===== src/sv/ckfu_pkg.sv =====
// ----------------------------------------------------------------------------
// ckfu_pkg: shared types and constants of the color keyed upscaler
// Action codes, register indexes, the transparent key and the register set.
// ----------------------------------------------------------------------------
`default_nettype none

package ckfu_pkg;

  typedef enum logic [1:0] {
    ACT_WRITE = 2'd0,
    ACT_READ  = 2'd1,
    ACT_SCAN  = 2'd2,
    ACT_IDLE  = 2'd3
  } action_e;

  localparam logic [1:0] REG_FRAME_WIDTH  = 2'd0;
  localparam logic [1:0] REG_FRAME_HEIGHT = 2'd1;
  localparam logic [1:0] REG_SCALE_X      = 2'd2;
  localparam logic [1:0] REG_SCALE_Y      = 2'd3;

  localparam logic [7:0] RST_FRAME_WIDTH  = 8'd128;
  localparam logic [7:0] RST_FRAME_HEIGHT = 8'd128;
  localparam logic [3:0] RST_SCALE_X      = 4'd1;
  localparam logic [3:0] RST_SCALE_Y      = 4'd1;

  // A component of all ones in nine bits is -1, the transparent key.
  localparam logic [8:0] COLOR_KEY = 9'h1FF;

  typedef struct packed {
    logic [7:0] red;
    logic [7:0] green;
    logic [7:0] blue;
  } pixel_t;

  // Register values after range limiting.
  typedef struct packed {
    logic [7:0] width;
    logic [7:0] height;
    logic [3:0] scale_x;
    logic [3:0] scale_y;
  } frame_lim_t;

endpackage

`default_nettype wire


===== src/sv/ckfu_cfg_regs.sv =====
// ----------------------------------------------------------------------------
// ckfu_cfg_regs: configuration registers
// Holds frame size and scale factors and limits them to their legal ranges.
// ----------------------------------------------------------------------------
`default_nettype none

module ckfu_cfg_regs
  import ckfu_pkg::*;
#(
  parameter int MAX_WIDTH  = 128,
  parameter int MAX_HEIGHT = 128,
  parameter int MAX_SCALE  = 8
) (
  input  wire logic       clk_i,
  input  wire logic       rst_ni,
  input  wire logic       wr_en_i,
  input  wire logic [1:0] wr_index_i,
  input  wire logic [7:0] wr_data_i,
  output frame_lim_t      lim_o
);

  logic [7:0] width_q, height_q;
  logic [3:0] scale_x_q, scale_y_q;

  always_ff @(posedge clk_i or negedge rst_ni) begin
    if (!rst_ni) begin
      width_q   <= RST_FRAME_WIDTH;
      height_q  <= RST_FRAME_HEIGHT;
      scale_x_q <= RST_SCALE_X;
      scale_y_q <= RST_SCALE_Y;
    end else if (wr_en_i) begin
      case (wr_index_i)
        REG_FRAME_WIDTH:  width_q   <= wr_data_i;
        REG_FRAME_HEIGHT: height_q  <= wr_data_i;
        REG_SCALE_X:      scale_x_q <= wr_data_i[3:0];
        REG_SCALE_Y:      scale_y_q <= wr_data_i[3:0];
        default: ;
      endcase
    end
  end

  // Zero counts as one; values above the maximum are pulled down to it.
  always_comb begin
    if (width_q == 8'd0)               lim_o.width = 8'd1;
    else if (int'(width_q) > MAX_WIDTH) lim_o.width = 8'(MAX_WIDTH);
    else                               lim_o.width = width_q;

    if (height_q == 8'd0)                lim_o.height = 8'd1;
    else if (int'(height_q) > MAX_HEIGHT) lim_o.height = 8'(MAX_HEIGHT);
    else                                 lim_o.height = height_q;

    if (scale_x_q == 4'd0)               lim_o.scale_x = 4'd1;
    else if (int'(scale_x_q) > MAX_SCALE) lim_o.scale_x = 4'(MAX_SCALE);
    else                                 lim_o.scale_x = scale_x_q;

    if (scale_y_q == 4'd0)               lim_o.scale_y = 4'd1;
    else if (int'(scale_y_q) > MAX_SCALE) lim_o.scale_y = 4'(MAX_SCALE);
    else                                 lim_o.scale_y = scale_y_q;
  end

endmodule

`default_nettype wire


===== config.mk =====
export PLATFORM = sky130hd
export DESIGN_NAME = ckfu_cfg_regs
export DESIGN_NICKNAME = d
export VERILOG_FILES = /design/src/sv/ckfu_pkg.sv /design/src/sv/ckfu_cfg_regs.sv
export SDC_FILE = /design/constraint.sdc
export NUM_CORES = 1
export LEC_CHECK = 0
export BUFFER_PORTS_ARGS = -buffer_cell sky130_fd_sc_hd__buf_4
export CORE_AREA = 3 3 57 59
export DETAILED_ROUTE_END_ITERATION = 8
export DIE_AREA = 0 0 60 62
export PLACE_DENSITY = 0.67
export RECOVER_POWER = 25
export SETUP_SLACK_MARGIN = 0.1
export SLEW_MARGIN = 20
export SYNTH_ARGS = -nofsm -noshare
export SYNTH_HDL_FRONTEND = slang
export SYNTH_SLANG_ARGS = --single-unit

===== constraint.sdc =====
create_clock -name clk_i -period 1 [get_ports clk_i]
set_input_delay 0.05 -clock clk_i [delete_from_list [all_inputs] [get_ports clk_i]]
set_output_delay 0.05 -clock clk_i [all_outputs]
set_load 0.02 [all_outputs]

==> out/results.txt, run 1 <==
Outcome: complete, but fails checks
Violated checks: setup timing
Post-Syn Area per Cell: 13.67 µm²
Min cycle time layout: 1694 ps
I/O pin count: 37
Initial antenna violation count: 0
Max_cap viols: 0
Buffers & Inverters on Critical Path: 1
Worst-Skew Late Latency: 310 ps
Critical Path Max Stage Delay: 550 ps
# fillers: 225
Top delay family on crit path: simple AND/OR/NAND/NOR gates
Area grow syn2layout: 53.35%
Min-Delay Path Class: input pin to flip-flop
Crit end category: primary output
Syn Inst Count: 82
RePlAce Congestion: 0.7397
Ys Warns: 0
Bufs on Longest Clock Path: 2
Die ar.: 0.003720 mm²
Synthesized net count: 95
Setup violators final: 22
CTS root buf: clkbuf_4
Layout cells sized above 1: 0.6691
Worst-path fanout max: 2
Residual DRC: 0
Drt wl/cell: 14.65 µm
DRT Pass-1 Iters: 2
Largest net degree at the start of global routing: 25
Worst setup margin: -694.0 ps
Final Hold Slack: 236.5 ps
Antenna cells: 0
Worst-margin pin slew: 604.3 ps
Register area share after synthesis: 0.5402
Port Buffer Count: 36
Yosys cell types: 14
DR iter-0 viols: 12
Total CTS buffers: 3
Nets: 150
Most common cell after layout, fill and taps aside: buf_4
Worst setup SP type: flip-flop
Sequential Area: 608.1 µm²
DR vias/cell: 4.946
VDD IR max: 1694 µV
Setup CP Type: flip-flop to primary output
Most frequent cells in the layout: buf_4, mux2_2, dfrtp_1
Crit-path cells: or4_4 -> o41ai_4 -> buf_4
Dpl hpwl: 1833 µm
Sink Count: 24
Area of the multi-input gates: 564.3 µm²
CTS tree: done
Leading post-synthesis cells by cell area: dfrtp_1, mux2_2, dfstp_2
H-tree Lvls: 1
Final core occ: 0.6234
LEAKAGE: 0.7871 nW
GRT Util Overall: 0.1410
Hold Vio Cnt, Final: 0
Total wire length: 2446 µm
Final number of max-transition violations: 0
Initial core utilization: 0.4065
Vias in the first global route: 820
Worst EP arrival: 1640 ps
Routed vias: 826
Antenna viol nets, final: 0
Chip height: 62 µm
First-pass GRT wire length: 3822 µm
Cell Pwr Density: 1824 mW/mm²
Cell Rows: 19
Clock-pin slew on the worst setup and hold paths: 130 ps
Critical path data required time: 950 ps
Fin crit share: 1.694
Synth Register Bits: 24
Slowest-stage cell, CP: or4_4
GR Overflow Total: 0
Largest area contributor in the netlist: dfrtp_1
Slew HR: 0.5971
Worst clock skew: 0 ps
Die Width: 60 µm
Max frequency: 590.3 MHz
Post-synthesis instance area: 0.001121 mm²
Setup repair after global routing missed its margin: true
Place WS: -391.0 ps
Post-synth top area share: 0.4464
Core area: 0.002758 mm²
[through the flow]
step           setup TNS [ps]  cell area (µm²)  power, mW  std cells
3_3_place_gp           -754.9             1515      2.478        153
4_1_cts                 -6639             1685      3.120        167
3_5_place_dp           -843.8             1515      2.506        153
2_1_floorplan          -647.2             1149      1.983         82
6_report                -6239             1719      3.136        167
5_1_grt                 -7768             1719      3.323        167
[sequential cells by signal, indices dropped and copies added, names as in the netlist]
signal	count
width_q	8
scale_y_q	4
scale_x_q	4
height_q	8
[Yosys cell counts]
master,instances
clkbuf_1,4
dfrtp_1,20
dfstp_2,4
mux2_2,24
nand2b_1,2
nand3_1,1
nand3b_1,1
nand3b_2,1
nor2_1,2
nor2b_1,16
nor3b_4,1
o21ba_2,2
o41ai_2,2
or4_1,2
[power by group]
| group | leakage [nW] | switching [mW] | internal (mW) |
|---|---|---|---|
| sequential | 0.277 | 0.178 | 1.18 |
| combinational | 0.490 | 0.548 | 0.724 |
| clock | 0.0210 | 0.282 | 0.222 |
| total | 0.787 | 1.01 | 2.13 |
[timing repair]
item,CTS,global route
resized for setup,9,11
endpoints found under the setup margin,25,29
buffers inserted,1,1
pin swaps,2,1
hold buffers,9,0
gates cloned,0,0
hold endpoints to repair,41,0
[logic make-up after synthesis]
kind of cell / Yosys count / synth area share
AO/OA/AOI/OAI: 4 / 0.04687
AND/OR/NAND/NOR: 26 / 0.1585
buffers and inverters: 4 / 0.01339
multiplexers: 24 / 0.2411
flip-flops: 24 / 0.5402
[worst paths after layout]
| path | slack [ps] | cells after the start | start | to |
|---|---|---|---|---|
| worst max-delay path | -690 | 3 | height_q[2] | lim_o[8] |
| worst max register to register | 70 | 2 | width_q[7] | width_q[7] |
| max in group asynchronous | 320 | 2 | rst_ni | scale_y_q[3] |
| worst min register to register | 530 | 1 | width_q[0] | width_q[0] |
| worst min-delay path | 240 | 3 | wr_index_i[1] | scale_y_q[1] |
| min in group asynchronous | 260 | 2 | rst_ni | width_q[3] |
[routing by layer]
layer | part of all wire | track usage | vias to the layer above
met4 | 0.0049 | 0.02848 | 0
met3 | 0.062 | 0.04752 | 2
met1 | 0.42 | 0.1582 | 393
met2 | 0.51 | 0.2608 | 30
li1 | - | - | 401
met5 | 0 | 0 | -
[final cells by class]
type                    count  area share
clock buffers               4     0.02111
multi-input cells          54      0.3282
repair buffers             54      0.2744
flip-flops and latches     24      0.3537
well taps                  31     0.02256
[worst register-to-register path: cells and delay by family (launching register included)]
family                 cells  cell delay [ps]
buffers and inverters      1              140
DFF                        1              600
muxes                      1              140
No activity file was read; power rests on OpenSTA's default activity.
==> run 2, diff against run 1 <==
--- a/config.mk
+++ b/config.mk
@@ -5,11 +5,10 @@
 export SDC_FILE = /design/constraint.sdc
 export NUM_CORES = 1
 export LEC_CHECK = 0
-export BUFFER_PORTS_ARGS = -buffer_cell sky130_fd_sc_hd__buf_4
 export CORE_AREA = 3 3 57 59
 export DETAILED_ROUTE_END_ITERATION = 8
 export DIE_AREA = 0 0 60 62
-export PLACE_DENSITY = 0.67
+export DONT_BUFFER_PORTS = 1
 export RECOVER_POWER = 25
 export SETUP_SLACK_MARGIN = 0.1
 export SLEW_MARGIN = 20
==> out/results.txt, run 2 (synthesized netlist as in run 1, its figures left out) <==
Drt wl/cell: 17.13 µm (+17%)
Worst-Skew Late Latency: 320 ps (about the same)
Seq pwr share: 0.388 (-0.045)
Cell Pwr Density: 1968 mW/mm² (+7.9%)
Chip height: 62 µm (unchanged)
Initial core utilization: 0.4065 (unchanged)
Buffers & Inverters on Critical Path: 1 (unchanged)
Worst setup SP type: flip-flop
Outcome: complete, but fails checks
Fin crit share: 1.730 (+0.03578)
Crit-path cells: or4_4 -> o41ai_4 -> buf_4
GR Overflow Total: 0 (unchanged)
I/O pin count: 37 (unchanged)
First-pass GRT wire length: 3843 µm (+0.55%)
Setup violators final: 24 (+9.1%)
Routed vias: 825 (-0.12%)
Worst-margin pin slew: 585.0 ps (-19.35 ps)
Violated checks: setup timing
Die ar.: 0.003720 mm² (unchanged)
Critical Path Max Stage Delay: 550 ps (about the same)
DRT Pass-1 Iters: 4 (+2)
Antenna cells: 0 (unchanged)
DR iter-0 viols: 16 (+4)
CP Launch Point: height_q[1]
VDD IR max: 1692 µV (-0.13%)
Max_cap viols: 0 (unchanged)
Pint: 2.465 mW (+16%)
Vias in the first global route: 804 (-2.0%)
Clock power frac: 0.194 (+0.033)
Worst-path fanout max: 2 (unchanged)
Layout cells sized above 1: 0.7000 (+0.03088)
Pwr Total: 3.564 mW (+14%)
Area post-placement: 0.001425 mm² (-5.9%)
Min-Delay Path Class: input pin to flip-flop
Slowest-stage cell, CP: or4_4
CTS root buf: clkbuf_4
Critical R2R Launch: height_q[2]
Critical path data required time: 950 ps (about the same)
CTS tree: done
Logic gate share of total power: 0.418 (+0.012)
RePlAce Congestion: 0.6638 (-10%)
GRT Util Overall: 0.1441 (+0.003066)
Worst hold start: wr_index_i[1]
Worst setup margin: -729.8 ps (-35.78 ps)
Worst EP arrival: 1680 ps (+40 ps)
Slew HR: 0.6100 (+0.01290)
Total wire length: 2758 µm (+13%)
Bufs on Longest Clock Path: 2 (unchanged)
Min cycle time layout: 1730 ps (+35.78 ps)
Sw frac: 0.3084 (-0.01328)
Clock-pin slew on the worst setup and hold paths: 130 ps (about the same)
H-tree Lvls: 1 (unchanged)
Max frequency: 578.1 MHz (-2.1%)
Most frequent cells in the layout: buf_6, mux2_2, dfrtp_1
Top Registers: height_q: 8 flops, width_q: 8 flops
Die Width: 60 µm (unchanged)
Setup repair after global routing missed its margin: true
Final number of max-transition violations: 0 (unchanged)
Port Buffer Count: 0 (-100%)
Dpl hpwl: 1805 µm (-1.5%)
Setup CP Type: flip-flop to primary output
Area grow syn2layout: 61.50%
Worst clock skew: 0 ps (unchanged)
Top delay family on crit path: simple AND/OR/NAND/NOR gates
DR vias/cell: 5.124 (+3.6%)
Initial antenna violation count: 0 (unchanged)
LEAKAGE: 0.8169 nW (+3.8%)
Core area: 0.002758 mm² (unchanged)
Largest net degree at the start of global routing: 25 (unchanged)
# fillers: 214 (-4.9%)
Sink Count: 24 (unchanged)
Cell Rows: 19 (unchanged)
Antenna viol nets, final: 0 (unchanged)
Place WS: -405.9 ps (-14.84 ps)
Most common cell after layout, fill and taps aside: buf_6
Net Sw Power: 1.099 mW (+8.9%)
Post-route cell area: 0.001810 mm² (+5.3%)
Residual DRC: 0 (unchanged)
Total CTS buffers: 3 (unchanged)
Hold Vio Cnt, Final: 0 (unchanged)
Nets: 144 (-4.0%)
Crit end category: primary output
==> run 2: changes by cell type in the layout (fill, tap and decap cells not counted), moves of 6 or more <==
cell / previous run / this run
buf_6: 9 / 25
buf_4: 34 / 12
nor2b_4: 1 / 7
nor2b_1: 14 / 8
==> run 2: layer usage <==
metal | part of all wire | global-route usage | vias to the layer above | wire (µm)
met5 | 0 | 0 | - | 0
met4 | 0.0047 | 0.03797 | 0 | 13
met3 | 0.086 | 0.05579 | 2 | 238
met2 | 0.52 | 0.2469 | 33 | 1445
met1 | 0.38 | 0.1699 | 407 | 1060
li1 | - | - | 383 | -
==> run 2: stage by stage <==
| step | utilization | TNS, ps | hold WS, ps | std cells |
|---|---|---|---|---|
| 2_1_floorplan | - | -647.2 | -245.6 | 82 |
| 3_5_place_dp | 0.5168 | -800.5 | -245.0 | 141 |
| 4_1_cts | 0.5912 | -7576 | 77.56 | 155 |
| 5_1_grt | 0.6565 | -7908 | 73.50 | 161 |
| 6_report | 0.6565 | -6772 | 83.27 | 161 |
| 3_3_place_gp | 0.5168 | -730.9 | -245.0 | 141 |
==> run 2: area by class of cell <==
type / count / area (µm²) / area share
tap: 31 / 38.79 / 0.02142
clock buffer: 3 / 22.52 / 0.01244
clock inverter: 1 / 30.03 / 0.01659
timing repair buffer: 48 / 486.7 / 0.2688
sequential: 24 / 608.1 / 0.3359
multi-input combinational: 54 / 624.3 / 0.3449
==> run 2: final timing paths <==
check                                to  slack (ps)  cells past startpoint
hold reg to reg             height_q[0]         540                      1
hold / removal             scale_y_q[0]          80                      2
setup / recovery               lim_o[8]        -730                      3
setup reg to reg            height_q[2]          10                      3
max in group asynchronous  scale_y_q[3]         330                      2
min in group asynchronous  scale_y_q[2]         260                      2
==> run 2: repair_timing <==
item                                    4_1_cts  5_1_grt
pin swaps                                     0        1
resized for setup                            14       37
endpoints found under the hold margin        48       20
endpoints found under the setup margin       26       32
setup buffers                                 1        6
hold buffers                                  9        1
==> run 2: power groups by stage <==
| stage | combinational, mW | sequential (mW) | clock [mW] |
|---|---|---|---|
| 4_1_cts | 1.21 | 1.37 | 0.715 |
| 3_5_place_dp | 1.07 | 1.36 | 0 |
| 3_3_place_gp | 1.05 | 1.35 | 0 |
| 2_1_floorplan | 0.656 | 1.33 | 0 |
| 6_report | 1.49 | 1.38 | 0.691 |
| 5_1_grt | 1.59 | 1.41 | 0.742 |
