[config.mk]
export PLATFORM = sky130hd
export DESIGN_NAME = ckfu_scan_ctrl
export DESIGN_NICKNAME = d
export VERILOG_FILES = /design/src/sv/ckfu_pkg.sv /design/src/sv/ckfu_scan_ctrl.sv
export SDC_FILE = /design/constraint.sdc
export NUM_CORES = 1
export LEC_CHECK = 0
export BUFFER_PORTS_ARGS = -buffer_cell sky130_fd_sc_hd__buf_2
export CAP_MARGIN = 0
export CORE_MARGIN = 2
export CORE_UTILIZATION = 55
export DETAILED_ROUTE_END_ITERATION = 7
export PLACE_DENSITY = 0.77
export SKIP_LAST_GASP = 1
export SLEW_MARGIN = 25
export SYNTH_ARGS = -nofsm -noshare
export SYNTH_HDL_FRONTEND = slang
export SYNTH_SLANG_ARGS = --single-unit
[constraint.sdc]
create_clock -name clk_i -period 8.95 [get_ports clk_i]
set_input_delay 0.895 -clock clk_i [delete_from_list [all_inputs] [get_ports clk_i]]
set_output_delay 0.895 -clock clk_i [all_outputs]
set_load 0.005 [all_outputs]
[src/sv/ckfu_pkg.sv]
// ----------------------------------------------------------------------------
// ckfu_pkg: shared types and constants of the color keyed upscaler
// Action codes, register indexes, the transparent key and the register set.
// ----------------------------------------------------------------------------
`default_nettype none

package ckfu_pkg;

  typedef enum logic [1:0] {
    ACT_WRITE = 2'd0,
    ACT_READ  = 2'd1,
    ACT_SCAN  = 2'd2,
    ACT_IDLE  = 2'd3
  } action_e;

  localparam logic [1:0] REG_FRAME_WIDTH  = 2'd0;
  localparam logic [1:0] REG_FRAME_HEIGHT = 2'd1;
  localparam logic [1:0] REG_SCALE_X      = 2'd2;
  localparam logic [1:0] REG_SCALE_Y      = 2'd3;

  localparam logic [7:0] RST_FRAME_WIDTH  = 8'd128;
  localparam logic [7:0] RST_FRAME_HEIGHT = 8'd128;
  localparam logic [3:0] RST_SCALE_X      = 4'd1;
  localparam logic [3:0] RST_SCALE_Y      = 4'd1;

  // A component of all ones in nine bits is -1, the transparent key.
  localparam logic [8:0] COLOR_KEY = 9'h1FF;

  typedef struct packed {
    logic [7:0] red;
    logic [7:0] green;
    logic [7:0] blue;
  } pixel_t;

  // Register values after range limiting.
  typedef struct packed {
    logic [7:0] width;
    logic [7:0] height;
    logic [3:0] scale_x;
    logic [3:0] scale_y;
  } frame_lim_t;

endpackage

`default_nettype wire

[src/sv/ckfu_scan_ctrl.sv]
// ----------------------------------------------------------------------------
// ckfu_scan_ctrl: scan position counters
// Tracks line, line repeat, column and pixel repeat of the upscaled scan.
// ----------------------------------------------------------------------------
`default_nettype none

module ckfu_scan_ctrl
  import ckfu_pkg::*;
#(
  parameter int LINE_W = 7,
  parameter int COL_W  = 7,
  parameter int REP_W  = 3
) (
  input  wire logic              clk_i,
  input  wire logic              rst_ni,
  input  frame_lim_t             lim_i,
  input  wire logic              step_i,
  output logic [LINE_W-1:0]      line_o,
  output logic [COL_W-1:0]       col_o,
  output logic                   last_o
);

  logic [LINE_W-1:0] line_q, line_d, cur_line;
  logic [REP_W-1:0]  lrep_q, lrep_d, cur_lrep;
  logic [COL_W-1:0]  col_q, col_d, cur_col;
  logic [REP_W-1:0]  prep_q, prep_d, cur_prep;
  logic              restart;
  logic [4:0]        prep_inc, lrep_inc;
  logic [8:0]        col_inc, line_inc;
  logic              prep_wrap, col_wrap, lrep_wrap, line_wrap;

  // After a register change the position may lie outside the frame.
  assign restart = (8'(line_q) >= lim_i.height) || (4'(lrep_q) >= lim_i.scale_y) ||
                   (8'(col_q) >= lim_i.width) || (4'(prep_q) >= lim_i.scale_x);

  assign cur_line = restart ? '0 : line_q;
  assign cur_lrep = restart ? '0 : lrep_q;
  assign cur_col  = restart ? '0 : col_q;
  assign cur_prep = restart ? '0 : prep_q;

  assign prep_inc = 5'(cur_prep) + 5'd1;
  assign lrep_inc = 5'(cur_lrep) + 5'd1;
  assign col_inc  = 9'(cur_col) + 9'd1;
  assign line_inc = 9'(cur_line) + 9'd1;

  assign prep_wrap = prep_inc >= {1'b0, lim_i.scale_x};
  assign lrep_wrap = lrep_inc >= {1'b0, lim_i.scale_y};
  assign col_wrap  = col_inc >= {1'b0, lim_i.width};
  assign line_wrap = line_inc >= {1'b0, lim_i.height};

  always_comb begin
    line_d = line_q;
    lrep_d = lrep_q;
    col_d  = col_q;
    prep_d = prep_q;
    if (step_i) begin
      prep_d = prep_wrap ? '0 : REP_W'(prep_inc);
      col_d  = cur_col;
      lrep_d = cur_lrep;
      line_d = cur_line;
      if (prep_wrap) begin
        col_d = col_wrap ? '0 : COL_W'(col_inc);
        if (col_wrap) begin
          lrep_d = lrep_wrap ? '0 : REP_W'(lrep_inc);
          if (lrep_wrap) line_d = line_wrap ? '0 : LINE_W'(line_inc);
        end
      end
    end
  end

  always_ff @(posedge clk_i or negedge rst_ni) begin
    if (!rst_ni) begin
      line_q <= '0;
      lrep_q <= '0;
      col_q  <= '0;
      prep_q <= '0;
    end else begin
      line_q <= line_d;
      lrep_q <= lrep_d;
      col_q  <= col_d;
      prep_q <= prep_d;
    end
  end

  assign line_o = cur_line;
  assign col_o  = cur_col;
  assign last_o = (8'(cur_line) == lim_i.height - 8'd1) &&
                  (4'(cur_lrep) == lim_i.scale_y - 4'd1) &&
                  (8'(cur_col) == lim_i.width - 8'd1) &&
                  (4'(cur_prep) == lim_i.scale_x - 4'd1);

endmodule

`default_nettype wire

==> impl_results.md, run 1 <==
- Antenna Nets Post-Route: 0
- Sinks on Clock Net: 20
- Most frequent cells in the layout: ha_1, inv_1, buf_2
- IO buf count: 41
- Root buf cell: clkbuf_8
- Crit Path Max Fanout: 22
- Crit start category: primary input
- Initial Utilization: between 50% and 60%
- Filler cells: about 480
- Largest net degree at the start of global routing: 23
- Drt via density: 6.23
- Post-route DRC: 0
- Synth-to-Final Area Change: 10.5%
- Peak VDD IR: 0.0000975 V
- Post-synth top area cell: ha_1
- Layout Nets: slightly below 500
- Die ar.: 6090 um2
- Async S/R FF share, synth: 100%
- Area of the multi-input gates: 2330 um2
- Core area: between 5000 and 6000 um2
- Postcts setup bufs: 0
- #FFs+latches synth: 20
- Number of global-route vias before repair: 2,962
- Yosys synthesis warning count: 0
- Hold Buf Count CTS: 0
- Critical path arrival: 6660 ps
- Final Hold Viols: 0
- Cells after Synth: 381
- Most common cell after layout, fill and taps aside: ha_1
- Post-synth net total: 460
- Rows: 26
- Status: finished, final reports clean
- Die Wd: around 78 um
- Number of DRC markers in iteration 0: roughly 190
- Worst setup path class: primary input to flop
- Ys flop type: dfrtp_1
- Num CTS Buffers: 3
- Final Skew: roughly 9.5 ps
- Reg area: ~500 um2
- Avg Inst Size Synth: 7.92 um2
- Number of library cell types mapped by synthesis: 54
- Share of layout cells above drive strength 1: 12.7%
- WP data required: approximately 9100 ps
- Post-Syn Area: 3020 um2
- GP Congestion: 0.925
- Ant. Diodes: 0
- Total I/O pin count: 42
- Initial antenna violation count: 0
- Post-synth EDFFs: 0
- Final Power: 509 uW
- Register area share after synthesis: 16.6%
- Rel. slew slack: 28.5%
- Synth top area cells: ha_1, dfrtp_1, xnor2_1
- Final Cycle Share: 72.5%
- Power per cell area: 153 nW/um2
- Max Freq: 0.154 GHz
- Pleak: 0.00173 uW
- WL/cell: roughly 17 um
- Max_cap viols: 0
- Worst-Skew Late Latency: 270 ps
- Iteration count of the initial detailed-routing pass: 4
- CTS tree: yes
- Global-route usage over all layers: 29.1%
- Critical Path End Type: flop
- RSZ-0062 raised after global routing: false
- Worst-path clk slew: 90 ps
- Total wire length: approximately 8400 um
- Vias: 3,026
- Clock Path Buffers: 2
- Tightest Hold Check Type: flop to flop
- Yosys top cell area share: 21.6%
- DP HPWL: 6760 um
- Die H: 78.1 um
- Global route overflow: 0
- H-tree depth: 1
- Max Transition Viols Final: 0
- First-pass GRT wire length: about 14,000 um
- Worst-Margin Slew: 1060 ps
- Final setup fails: 0
- Post-cts sizing count: 0
- Setup tns final: 0 ps
- Final critical-path required period: 6490 ps
[Yosys cell counts (3+ instances only)]
master     count
o21ai_1        4
nand4_1       11
a32o_1         5
xnor2_1       21
a211oi_1       5
nand2b_1      10
inv_1         41
a22o_1        10
a21oi_1       11
a21o_1         9
nor3b_1        3
nand4b_1       3
and3_1         9
clkbuf_1       7
nor3_1         9
dfrtp_1       20
nand2_1       17
and2_1         8
o2111ai_1      4
nor2_1        36
or2_2          3
ha_1          52
nor2b_1        6
nor4_1         7
xor2_1        10
a211o_1        5
nand3_1       10
or3_1          6
o21ai_0       10
[per-stage QoR]
step	utilization (%)	cells	hold slack, ps	instance area, um2	setup WS, ps
floorplan	-	381	491	3020	3920
global route	64.0	486	611	3330	2020
global placement	62.8	482	538	3270	2580
finish	64.0	486	558	3330	2460
detailed placement	62.8	482	543	3270	2310
CTS	63.9	486	561	3330	2600
[worst max-delay path: stages]
cell and delay [ps]:
buf_2 130, inv_1 70, ha_1 310, a211oi_1 280
or3_1 150, o311a_1 310, nand3_1 730, nor2_1 570
ha_1 280, and2_1 140, nand4_1 160, nor3_1 240
xor2_1 130, ha_1 330, nor2b_1 140, a41oi_1 60
o211a_1 190, nor4_1 870, o21ai_1 310, a211o_1 360
[metal layers]
layer / vias to the layer above / global-route usage [%] / routed length [um]
met4: 0 / 8.60 / 121
met3: 13 / 3.79 / 664
met5: - / 0 / 0
met2: 142 / 47.7 / 3900
met1: 1405 / 40.1 / 3760
li1: 1466 / - / -
[state kept, by name, indices dropped and copies added (netlist names)]
register and flops:
col_q 7, line_q 7, lrep_q 3, prep_q 3
[area by class of cell]
cell class                 instances  share of cell area [%]
multi-input combinational        310                    69.9
timing repair buffer              41                    6.16
inverter                          41                    4.62
tap                               70                    2.63
sequential                        20                    15.0
clock buffer                       4                    1.65
[worst paths after layout]
| check | slack [ps] | start | endpoint | cells after the start |
|---|---|---|---|---|
| setup / recovery | 2460 | lim_i[21] | line_q[2] | 20 |
| hold / removal | 560 | col_q[0] | col_q[0] | 1 |
| setup reg to reg | 2650 | line_q[2] | line_q[2] | 18 |
| hold reg to reg | 560 | col_q[0] | col_q[0] | 1 |
| max in group asynchronous | 8000 | rst_ni | col_q[1] | 1 |
| min in group asynchronous | 590 | rst_ni | prep_q[2] | 1 |
[cell families (layout without fill, tap and decap cells)]
group | after synthesis | count (layout) | synth area share (%)
flops | 20 | 20 | 16.6
mux | 1 | 1 | 0.332
xor+xnor | 31 | 31 | 9.00
buf+inv | 51 | 86 | 6.39
simple gates | 144 | 144 | 25.6
compound gates | 82 | 82 | 20.5
fa+ha+maj | 52 | 52 | 21.6
[report_power, final]
part | total, uW | internal, uW | switching (uW)
clock network | 75.0 | 39.3 | 35.7
logic | 297 | 121 | 177
registers | 137 | 106 | 30.7
No activity file was read; power rests on OpenSTA's default activity.
==> run 2, diff against run 1 <==
==> constraint.sdc (replaced) <==
create_clock -name clk_i -period 6.1 [get_ports clk_i]
set_input_delay 0.61 -clock clk_i [delete_from_list [all_inputs] [get_ports clk_i]]
set_output_delay 0.61 -clock clk_i [all_outputs]
set_load 0.005 [all_outputs]
==> impl_results.md, run 2 (synthesis gave the netlist of run 1 again) <==
- Max Freq: 0.191 GHz
- Post-cts sizing count: 0
- Initial antenna violation count: 0
- Total I/O pin count: 42
- Met1 Wirelength: 3650 um
- Final Hold Viols: 0
- Core area: about 5200 um2
- Worst setup path class: flop to flop
- DR top layer: met4
- Switching power: 355 uW
- Share of layout cells above drive strength 1: 13.1%
- Hold Buf Count CTS: 0
- Critical Path End Type: flop
- Die Wd: between 70 and 80 um
- Critical path arrival: 5380 ps
- Worst-Skew Late Latency: 270 ps
- Global route overflow: 0
- Clock Path Buffers: 2
- Synth-to-Final Area Change: 11.0%
- Met2 WL: 3950 um
- WL/cell: 17.2 um
- Met3 routed WL: roughly 700 um
- Post-route DRC: 0
- Number of DRC markers in iteration 0: between 150 and 200
- Iteration count of the initial detailed-routing pass: 5
- RSZ-0062 raised after global routing: false
- Switching Fraction: 47.2%
- Power per cell area: between 200 and 250 nW/um2
- Largest net degree at the start of global routing: 22
- Drt via density: 6.15
- Largest regs: col_q (7), line_q (7)
- Most common cell after layout, fill and taps aside: ha_1
- Number of global-route vias before repair: 2,913
- Status: finished, final reports clean
- Most frequent cells in the layout: ha_1, inv_1, buf_2
- Tightest Hold Check Type: primary input to async pin
- Comb power frac: 58.7%
- Fin util: 64.3%
- Final Cycle Share: 85.7%
- Pleak: 0.00174 uW
- Postcts setup bufs: 0
- Worst-path clk slew: 90 ps
- CTS tree: yes
- Crit start category: flop
- Total wire length: approximately 8400 um
- IO buf count: 41
- Worst-Margin Slew: 929 ps
- Clock power frac: 14.6%
- Initial Utilization: 58.0%
- Die H: 78.1 um
- Die ar.: 6090 um2
- GP Congestion: 0.973
- Final critical-path required period: between 5000 and 6000 ps
- Final Skew: ~6.7 ps
- Antenna Nets Post-Route: 0
- Num CTS Buffers: 3
- Rel. slew slack: a little under two fifths
- Setup tns final: 0 ps
- Vias: 3,008
- DP HPWL: 6690 um
- Max Transition Viols Final: 0
- Max_cap viols: 0
- Pint: ~400 uW
- Final setup fails: 0
- WP data required: 6260 ps
- First-pass GRT wire length: roughly 14,000 um
- Peak VDD IR: 0.000157 V
- Rows: 26
- Ant. Diodes: 0
- Sinks on Clock Net: 20
- Sequential Power Share: 26.8%
- Layout Nets: around 500
- H-tree depth: 1
- Root buf cell: clkbuf_8
- Crit Path Max Fanout: 11
- Global-route usage over all layers: between 20% and 30%
-- run 2: area by class of cell --
cell class              count  area [um2]
clock buffers               4        55.1
fillers                   484        1860
inverters                  41         154
multi-input cells         310        2320
flip-flops and latches     20         500
well taps                  70        87.6
repair buffers             44         228
-- run 2: power by group through the flow --
stage,clock (uW),sequential (uW),combinational [uW]
final,110,201,442
after detailed placement,0,202,435
after global routing,115,205,496
after global placement,0,201,423
after CTS,111,199,438
after floorplan,0,179,320
-- run 2: metrics by stage --
stage / instances / setup WS [ps] / area (um2) / power (uW) / hold slack, ps
6_report: 489 / 874 / 3350 / 753 / 295
5_1_grt: 489 / 428 / 3350 / 816 / 348
4_1_cts: 489 / 986 / 3350 / 748 / 313
3_5_place_dp: 485 / 761 / 3290 / 638 / 546
3_3_place_gp: 485 / 994 / 3290 / 625 / 546
2_1_floorplan: 381 / 1350 / 3020 / 499 / 314
-- run 2: layer usage --
metal / vias up / global-route usage [%]
li1: 1475 / -
met1: 1396 / 41.1
met2: 124 / 48.1
met3: 13 / 4.25
met4: 0 / 4.74
met5: - / 0
-- run 2: path summary, 6_finish.rpt --
kind,start,endpoint,slack [ps],depth (start not counted)
max reg2reg,line_q[2],line_q[2],870,18
min,rst_ni,prep_q[1],300,1
min reg2reg,col_q[0],col_q[0],570,1
max in group asynchronous,rst_ni,col_q[0],5450,1
max,line_q[2],line_q[2],870,18
min in group clk_i,col_q[0],col_q[0],570,1
-- run 2: critical path, stage by stage, from the launching register on --
cell and delay, ps:
dfrtp_1 570, ha_1 320, a211oi_1 220, o21ai_1 160, a22oi_2 440, nand3_1 150
nor2_1 250, ha_1 240, and2_1 130, nand4_1 130, nor3_1 220, xor2_1 120
ha_1 320, nor2b_1 160, a41oi_1 80, o211a_1 200, nor4_1 770, o21ai_1 290
a211o_1 350
==> run 3, diff against run 2 <==
--- a/config.mk
+++ b/config.mk
@@ -9,8 +9,9 @@
 export CAP_MARGIN = 0
 export CORE_MARGIN = 2
 export CORE_UTILIZATION = 55
+export CTS_CLUSTER_SIZE = 28
 export DETAILED_ROUTE_END_ITERATION = 7
-export PLACE_DENSITY = 0.77
+export PLACE_DENSITY = 0.8
 export SKIP_LAST_GASP = 1
 export SLEW_MARGIN = 25
 export SYNTH_ARGS = -nofsm -noshare
==> impl_results.md, run 3 (synthesis gave the netlist of run 1 again) <==
- RSZ-0062 raised after global routing: false
- Final Cycle Share: 85.6%
- Post-cts sizing count: 0
- Pleak: 0.00174 uW
- GP Congestion: 0.953
- WL/cell: ~17 um
- Critical Path End Type: flop
- Layout Nets: 499
- Global-route usage over all layers: between 20% and 30%
- Largest regs: col_q (7), line_q (7)
- H-tree depth: 1
- Slowest CP cell: nor4_1
- Switching power: 350 uW
- Final critical-path required period: 5220 ps
- CTS tree: yes
- Filler cells: 460
- WP data required: 6260 ps
- Ant. Diodes: 0
- Sinks on Clock Net: 20
- Crit-path cells: ha_1 -> a211oi_1 -> o21ai_1 -> a22oi_2 -> nand3_1 -> nor2_1 -> ha_1 -> and2_1 -> nand4_1 -> nor3_1 -> xor2_1 -> ha_1 -> nor2b_1 -> a41oi_1 -> o211a_1 -> nor4_1 -> o21ai_1 -> a211o_1
- Global route overflow: 0
- Peak VDD IR: 0.000120 V
- Final Skew: 11.2 ps
- First-pass GRT wire length: 13,600 um
- FF-to-FF End: line_q[2]
- Root buf cell: clkbuf_8
- Power per cell area: approximately 220 nW/um2
- Antenna Nets Post-Route: 0
- Rel. slew slack: 30.4%
- Die ar.: 6090 um2
- Core area: 5200 um2
- Initial Utilization: 58.0%
- Reg2Reg Depth: 18
- Most common cell after layout, fill and taps aside: ha_1
- Die Wd: 78.1 um
- Final Hold Viols: 0
- Die H: 78.1 um
- Switching Fraction: 46.8%
- Worst-path clk slew: roughly 90 ps
- Status: finished, final reports clean
- Reg2reg start: line_q[2]
- CP Buf/Inv Count: 0
- Final Power: 747 uW
- Number of global-route vias before repair: 2,784
- Worst-Skew Late Latency: 270 ps
- Crit start category: flop
- Tightest Hold Check Type: primary input to async pin
- Setup tns final: 0 ps
- Vias: ~3,000
- Most used cell, CP: ha_1
- CP peak stage delay: approximately 850 ps
- Hold Buf Count CTS: 0
- Num CTS Buffers: 3
- Initial antenna violation count: 0
- Worst R2R Setup Slack: 880 ps
- Rows: 26
- Most frequent cells in the layout: ha_1, inv_1, buf_2
- Clock Path Buffers: 2
- Largest net degree at the start of global routing: 22
- Pint: 398 uW
- Final setup fails: 0
- Critical path arrival: 5380 ps
- Worst-Margin Slew: roughly 1000 ps
- Max Freq: 0.191 GHz
- Total I/O pin count: 42
- Max_cap viols: 0
- Synth-to-Final Area Change: 11.0%
- Total wire length: 8160 um
- Share of layout cells above drive strength 1: around an eighth
- DP HPWL: about 6600 um
- Crit Path Max Fanout: 11
- Sequential Power Share: a little over a quarter
- Drt via density: about 6
- Iteration count of the initial detailed-routing pass: 5
- Postcts setup bufs: 0
- Max Transition Viols Final: 0
- Comb power frac: between 50% and 60%
- CP top delay family: simple AND/OR/NAND/NOR gates
- Post-route DRC: 0
- Number of DRC markers in iteration 0: 188
- IO buf count: 41
- Clock power frac: 14.4%
- Worst setup path class: flop to flop
==> run 3: cell counts in the layout (fill, tap and decap cells not counted) <==
Identical to the previous run, type by type.
==> run 3: area by class of cell <==
| cell class | count | area, um2 | area share, % |
|---|---|---|---|
| Multi-Input combinational cell | 310 | 2320 | 69.4 |
| Clock buffer | 4 | 55.1 | 1.64 |
| Inverter | 41 | 154 | 4.60 |
| Timing Repair Buffer | 44 | 228 | 6.80 |
| Tap cell | 70 | 87.6 | 2.62 |
| Sequential cell | 20 | 500 | 14.9 |
==> run 3: stage by stage <==
step | worst slack [ps] | area, um2 | hold slack (ps) | instances | utilization (%)
after floorplan | 1350 | 3020 | 314 | 381 | -
after global placement | 945 | 3290 | 546 | 485 | 63.3
after detailed placement | 753 | 3290 | 546 | 485 | 63.3
after CTS | 1000 | 3350 | 314 | 489 | 64.3
after global routing | 505 | 3350 | 336 | 489 | 64.3
final | 877 | 3350 | 296 | 489 | 64.3
==> run 3: worst max-delay path by stage <==
stage | cells after the start | endpoint | startpoint | slack [ps]
after floorplan | 20 | line_q[2] | lim_i[21] | 1350
after global placement | 20 | line_q[2] | lim_i[21] | 950
after detailed placement | 20 | line_q[2] | lim_i[21] | 750
after CTS | 18 | line_q[2] | line_q[2] | 1000
after global routing | 17 | line_q[2] | line_q[2] | 500
final | 18 | line_q[2] | line_q[2] | 880
==> run 3: power by group through the flow <==
| stage | sequential (uW) | combinational, uW | clock [uW] |
|---|---|---|---|
| final | 202 | 438 | 108 |
| after detailed placement | 203 | 432 | 0 |
| after global routing | 207 | 492 | 113 |
| after CTS | 200 | 435 | 107 |
| after global placement | 201 | 419 | 0 |
| after floorplan | 179 | 320 | 0 |
==> run 3: routing by layer <==
layer	GRT usage, %	wire length (um)
met1	39.1	3640
met2	44.7	3760
met3	4.71	628
met4	6.84	138
met5	0	0
